### src/hdl/mtbr_pkg.sv
// Package: constants, types and functions shared by the bounded MT19937 unit.
`default_nettype none

package mtbr_pkg;

    localparam int unsigned MtN   = 624;
    localparam int unsigned MtM   = 397;
    localparam int unsigned AddrW = $clog2(MtN);
    localparam int unsigned WordW = 32;
    localparam int unsigned CntW  = $clog2(WordW);

    typedef logic [AddrW-1:0] t_addr;
    typedef logic [WordW-1:0] t_word;
    typedef logic [CntW-1:0]  t_cnt;

    localparam t_word MtMatrix  = 32'h9908_b0df;
    localparam t_word MtUpper   = 32'h8000_0000;
    localparam t_word MtLower   = 32'h7fff_ffff;
    localparam t_word TemperB   = 32'h9d2c_5680;
    localparam t_word TemperC   = 32'hefc6_0000;
    localparam t_word SeedMult  = 32'd69069;
    localparam t_word SeedReset = 32'd1923879;

    localparam t_addr LastAddr = t_addr'(MtN - 1);
    localparam t_addr FarStep  = t_addr'(MtM);
    localparam t_addr WrapStep = t_addr'(MtN - MtM);
    localparam t_cnt  LastStep = t_cnt'(WordW - 1);

    typedef enum logic [2:0] {
        G_FILL,
        G_IDLE,
        G_RD0,
        G_RD1,
        G_RD2
    } t_gen_state;

    typedef enum logic [1:0] {
        S_IDLE,
        S_DRAW,
        S_DIV,
        S_DONE
    } t_top_state;

    typedef struct packed {
        logic  idle;
        logic  valid;
        t_word word;
    } t_gen_rsp;

    typedef struct packed {
        logic  done;
        t_word rem;
    } t_div_rsp;

    function automatic t_word twist(input t_word cur, input t_word nxt, input t_word far);
        t_word y;
        y = (cur & MtUpper) | (nxt & MtLower);
        return far ^ (y >> 1) ^ (y[0] ? MtMatrix : '0);
    endfunction

    function automatic t_word temper(input t_word x);
        t_word v;
        v = x ^ (x >> 11);
        v = v ^ ((v << 7) & TemperB);
        v = v ^ ((v << 15) & TemperC);
        v = v ^ (v >> 18);
        return v;
    endfunction

endpackage

`default_nettype wire

### src/hdl/mtbr_div.sv
// Radix-2 restoring remainder unit, one quotient bit per cycle.
`default_nettype none

module mtbr_div (
    input  wire                i_clk,
    input  wire                i_rst_n,
    input  wire                i_start,
    input  mtbr_pkg::t_word    i_dividend,
    input  mtbr_pkg::t_word    i_divisor,
    output mtbr_pkg::t_div_rsp o_rsp
);
    import mtbr_pkg::*;

    logic             r_busy;
    logic             r_done;
    t_cnt             r_cnt;
    t_word            r_rem;
    t_word            r_dvd;
    t_word            r_dvs;

    logic [WordW:0]   part;
    logic [WordW:0]   diff;
    t_word            step_rem;

    assign part     = {r_rem, r_dvd[WordW-1]};
    assign diff     = part - {1'b0, r_dvs};
    assign step_rem = diff[WordW] ? part[WordW-1:0] : diff[WordW-1:0];

    always_ff @(posedge i_clk) begin
        if (!i_rst_n) begin
            r_busy <= 1'b0;
            r_done <= 1'b0;
            r_cnt  <= '0;
        end else begin
            r_done <= 1'b0;
            if (i_start) begin
                r_busy <= 1'b1;
                r_cnt  <= '0;
            end else if (r_busy) begin
                r_cnt <= r_cnt + 1'b1;
                if (r_cnt == LastStep) begin
                    r_busy <= 1'b0;
                    r_done <= 1'b1;
                end
            end
        end
    end

    always_ff @(posedge i_clk) begin
        if (i_start) begin
            r_rem <= '0;
            r_dvd <= i_dividend;
            r_dvs <= i_divisor;
        end else if (r_busy) begin
            r_rem <= step_rem;
            r_dvd <= r_dvd << 1;
        end
    end

    assign o_rsp.done = r_done;
    assign o_rsp.rem  = r_rem;

endmodule

`default_nettype wire

### config.mk
export PLATFORM = sky130hd
export DESIGN_NAME = mtbr_div
export DESIGN_NICKNAME = d
export VERILOG_FILES = /design/src/hdl/mtbr_pkg.sv /design/src/hdl/mtbr_div.sv
export SDC_FILE = /design/constraint.sdc
export NUM_CORES = 1
export LEC_CHECK = 0
export ABC_AREA = 1
export BUFFER_PORTS_ARGS = -buffer_cell sky130_fd_sc_hd__buf_2
export CAP_MARGIN = 10
export CORE_MARGIN = 4
export CORE_UTILIZATION = 60
export CTS_BUF_LIST = sky130_fd_sc_hd__clkbuf_8
export DETAILED_ROUTE_END_ITERATION = 6
export GPL_ROUTABILITY_DRIVEN = 0
export MAX_ROUTING_LAYER = met4
export PLACE_DENSITY_LB_ADDON = 0.3
export SLEW_MARGIN = 10
export SYNTH_ARGS = -nofsm -noshare
export SYNTH_HDL_FRONTEND = slang
export SYNTH_SLANG_ARGS = --single-unit
### constraint.sdc
create_clock -name i_clk -period 3.31 [get_ports i_clk]
set_input_delay 0.4965 -clock i_clk [delete_from_list [all_inputs] [get_ports i_clk]]
set_output_delay 0.4965 -clock i_clk [all_outputs]
set_load 0.03 [all_outputs]
=== Yosys cells after proc, flatten, opt, wreduce, memory -nomap -nowiden ===
Index checks and enable logic that the tools add are counted.

* $add $sub $neg: 2
* Equality and inequality tests: 1
* Mux-type cells: 7
* Bitwise logic cells: 2
* Reductions and logical operators: 3

{| class="wikitable"
|+ Operators by type and width
! kind !! count
|-
| 2-to-1 mux 32 bit || 3
|-
| subtractor 33 x 32 -> 33 bit || 1
|-
| adder 5 x 1 -> 5 bit (second input constant) || 1
|-
| == test 5 bit (second input constant) || 1
|-
| 2-to-1 mux 1 bit || 4
|-
| OR reduction 3 bit || 1
|-
| NOT 1 bit || 2
|-
| nonzero test 2 bit || 1
|-
| OR reduction 2 bit || 1
|}

* Bits in registers: 103

=== Longest topological paths before layout ===
* Word-level depth: 4
* Depth in mapped cells: 18
* Gate-level depth less buffers: 17

=== Least setup slack after synthesis ===
Ideal clock, no wire load.

* Path type: flip-flop to flip-flop
* Start point: register r_rem[0]
* End point: register r_rem[25]
* Library setup time: 113 ps
* Data arrival time: 2224 ps
* Setup slack: 973 ps
* Stages on the path, launching flop included: 18
* Buffers on the path: 1
* Clock period less this slack: 2337 ps
* Cells stage by stage: dfxtp_1 inv_1 fa_1 inv_1 nand2_1 nand2_1 nand3_1 nand2_2 nand2_1 nand2_2 nand2_2 nand2_2 nand2_2 nand2_4 buf_12 nand2_2 nand3_1 nand2_1

* Cells in the longest elaborated chain, start to end: 2

{| class="wikitable"
|+ Ends and longest elaborated chain
! item !! RTL line !! text
|-
| start: declaration || mtbr_div.sv:17 || <nowiki>t_word r_rem;</nowiki>
|-
| start signal: assignment || mtbr_div.sv:55 || <nowiki>r_rem <= step_rem;</nowiki>
|-
| subtractor 33 x 32 -> 33 bit || mtbr_div.sv:26 || <nowiki>assign diff = part - {1'b0, r_dvs};</nowiki>
|-
| 2-to-1 mux 32 bit || mtbr_div.sv:27 || <nowiki>assign step_rem = diff[WordW] ? part[WordW-1:0] : diff[WordW-1:0];</nowiki>
|}

Every way passes these cells.
A chain may end at the register's enable or synchronous reset.

=== Worst setup path after layout ===
* Start point: register r_dvs[0]
* End point: register r_rem[22]

* Cells in the longest elaborated chain, start to end: 2

{| class="wikitable"
|+ Ends and longest elaborated chain
! item !! RTL line !! text
|-
| start: declaration || mtbr_div.sv:19 || <nowiki>t_word r_dvs;</nowiki>
|-
| start signal: assignment || mtbr_div.sv:53 || <nowiki>r_dvs <= i_divisor;</nowiki>
|-
| subtractor 33 x 32 -> 33 bit || mtbr_div.sv:26 ||
|-
| 2-to-1 mux 32 bit || mtbr_div.sv:27 ||
|}

Every way passes these cells.

==> qor.txt <==
outcome = finished clean
Setup TNS = 0 ns
Cell Rows = 38
max-cap violation count = 0
Hold WC Path Type = in2reg
Area contributors post-synth = edfxtp_1 (28%), nand2_1 (25%), inv_1 (12%)
Synth Area in Compound Gates = 2.447%
clock sink count = 103
sequential area share after synthesis = 39.15%
Distinct cells, synth = 32
max-slew violation count = 0
initial antenna violation count = 0
largest net degree at the start of global routing = 48
die extent in y = 115.3 µm
nets = 1234
H-Tree Depth = 3
largest family of logic cells by synthesized area = simple AND/OR/NAND/NOR gates
area grow syn2layout = 11.42%
Avg Cell Area, Syn = 6.657 µm²
CTS buffer count = 9
sequential share of power = 55.9%
Power Density = 342.6 nW/µm²
die area = 13280 µm²
clk buf depth = 2
worst-skew pair later-pin latency = 0.39 ns
IO Pins = 100
CP Data Arrival Time = 3.08 ns
Worst EP required = 3.59 ns
most frequent CP cell = nand2_1
Logic pwr share = 13.1%
vias in the first global route = 5974
Synth Area in Adders = 6.453%
Setup-failing EPs final = 0
Sw Share = 26.83%
gr ovfl total = 0
Max stage delay cell, worst path = nand2_2
via count = 6329
Worst-path clk slew = 0.11 ns
DP Worst Slack = 0.5680 ns
top-area cell type share of the netlist area = 27.84%
Synth Net Count = 1139
Worst-Margin Slew = 0.8634 ns
root buf cell = clkbuf_8
CTS tree = yes
top cells by count, synth = nand2_1 (461), inv_1 (213), edfxtp_1 (64)
crit share post-route = 84.38%
Post-CTS Resized = 0
asr flop ratio synth = 0%
CORE AREA = 11030 µm²
top-count cell post-synth = nand2_1
Startpoint Class = register
net switching power figure = 706.8 µW
Max VDD drop = 407.7 µV
Pre-Repair DR Iteration Count = 6
Clk pwr share = 31.1%
Final WS setup = 0.5170 ns
layout cell share with drive strength beyond 1 = 13.46%
P_int = 1928 µW
Final ANT Viol Nets = 0
Initial Util = 62.58%
Synth Warn # = 0
slowest cell delay on critical path = 0.51 ns
xor and xnor area share after synthesis = 1.776%
most used flip-flop cell after synthesis = edfxtp_1
#FFs+latches synth = 103
slew margin rel. = 42.37%
DR iter-0 viols = 401
Highest Clock Rate = 0.3580 GHz
post-synthesis instance area = 6903 µm²
port bufs = 99
Setup CP Type = reg2reg
Post-synth EDFFs = 64
Routed WL = 15680 µm
mux cell area share after synthesis = 0%
Fin Clk Skew = 0.01541 ns
gr usage total = 25.88%
Synth Area in Simple Gates = 36.65%
crit-path max FO = 32
leakage = 0.004411 µW
Pwr Total = 2635 µW
hpwl dp = 12040 µm
DRC = 0
Via density = 4.956
hold-fix buffers at CTS = 0
DR WL/cell = 12.28 µm
post-CTS setup buffers = 0
first-pass GRT wire length = 26670 µm
Worst setup EP type = register
Syn Inst Count = 1037
Core Util, Final = 69.73%
crit path cell chain = ha_1 -> fa_1 -> inv_1 -> nand2_1 -> nand2_1 -> nand3_1 -> nand2_2 -> nand2_1 -> nand2_2 -> nand2_2 -> nand2_2 -> nand2_1 -> nand2_2 -> nand2_1 -> nand3_1 -> nand2_1
Tmin final = 2.793 ns
reg-to-reg slack, setup = 0.52 ns
Die X = 115.3 µm
cell taking the most area after synthesis = edfxtp_1
Hold Fails Final Rpt = 0
ANT cells = 0
RSZ-0062 raised after global routing = false
[critical path: cells and delay by family (launching register included)]
| family | cells | cell delay (ns) |
|---|---|---|
| adders and majority gates | 2 | 0.62 |
| buffers and inverters | 1 | 0.09 |
| DFF | 1 | 0.39 |
| and+or+nand+nor | 13 | 1.56 |
[final timing paths]
check / depth (start not counted) / endpoint / startpoint
min reg2reg: 2 / r_cnt[4] / r_cnt[4]
max reg2reg: 16 / r_rem[22] / r_dvs[0]
min: 1 / r_dvs[5] / i_divisor[5]
max: 16 / r_rem[22] / r_dvs[0]
[metrics by stage]
step,instance area (µm²),std cells,hold WS (ns)
final,7691,1277,0.2671
after CTS,7691,1277,0.2491
after detailed placement,7490,1261,0.4726
after global placement,7490,1261,0.4562
after global routing,7691,1277,0.2441
after floorplan,6903,1037,0.4428
[routing by layer]
| layer | global-route usage, % | vias to the layer above | part of all wire (%) |
|---|---|---|---|
| li1 | - | 3303 | - |
| met2 | 40.59 | 214 | 46 |
| met1 | 33.56 | 2781 | 43 |
| met3 | 4.842 | 31 | 8.1 |
| met5 | - | - | 0 |
| met4 | 9.311 | 0 | 2.3 |
[placed cells by master, fill, tap and decap left out, drive strengths merged, types with 9 or more instances in the layout]
cell type	Yosys	layout
inv	215	218
edfxtp	64	64
xnor2	12	12
nor2	51	51
nand2	482	482
nand3	57	57
a21oi	21	21
dfxtp	39	39
clkbuf	11	9
buf	9	104
ha	34	34
nor3	13	13
[logic make-up after synthesis]
kind of cell | count (synthesis)
AO/OA/AOI/OAI | 32
XOR/XNOR | 14
adder cells (fa/ha/maj) | 35
buffers and inverters | 235
flip-flops | 103
AND/OR/NAND/NOR | 618
[power by group through the flow]
stage / clock (µW) / combinational [µW] / sequential, µW
floorplan: 0 / 228 / 1500
global placement: 0 / 333 / 1500
detailed placement: 0 / 341 / 1500
CTS: 834 / 344 / 1470
global route: 887 / 393 / 1480
finish: 819 / 344 / 1470
[cell type report]
type,count,area (µm²)
Inverter,215,807.0
Clock inverter,7,77.57
Multi-Input combinational cell,699,3272
Timing Repair Buffer,104,533.0
Tap cell,140,175.2
Fill cell,965,3339
Clock buffer,9,123.9
Sequential cell,103,2703
[registers in the layout (all words and copies together), names as in the netlist]
signal,flops
r_busy,1
r_cnt,5
r_done,1
r_rem,32
r_dvd,32
r_dvs,32
No activity file was read; power rests on OpenSTA's default activity.
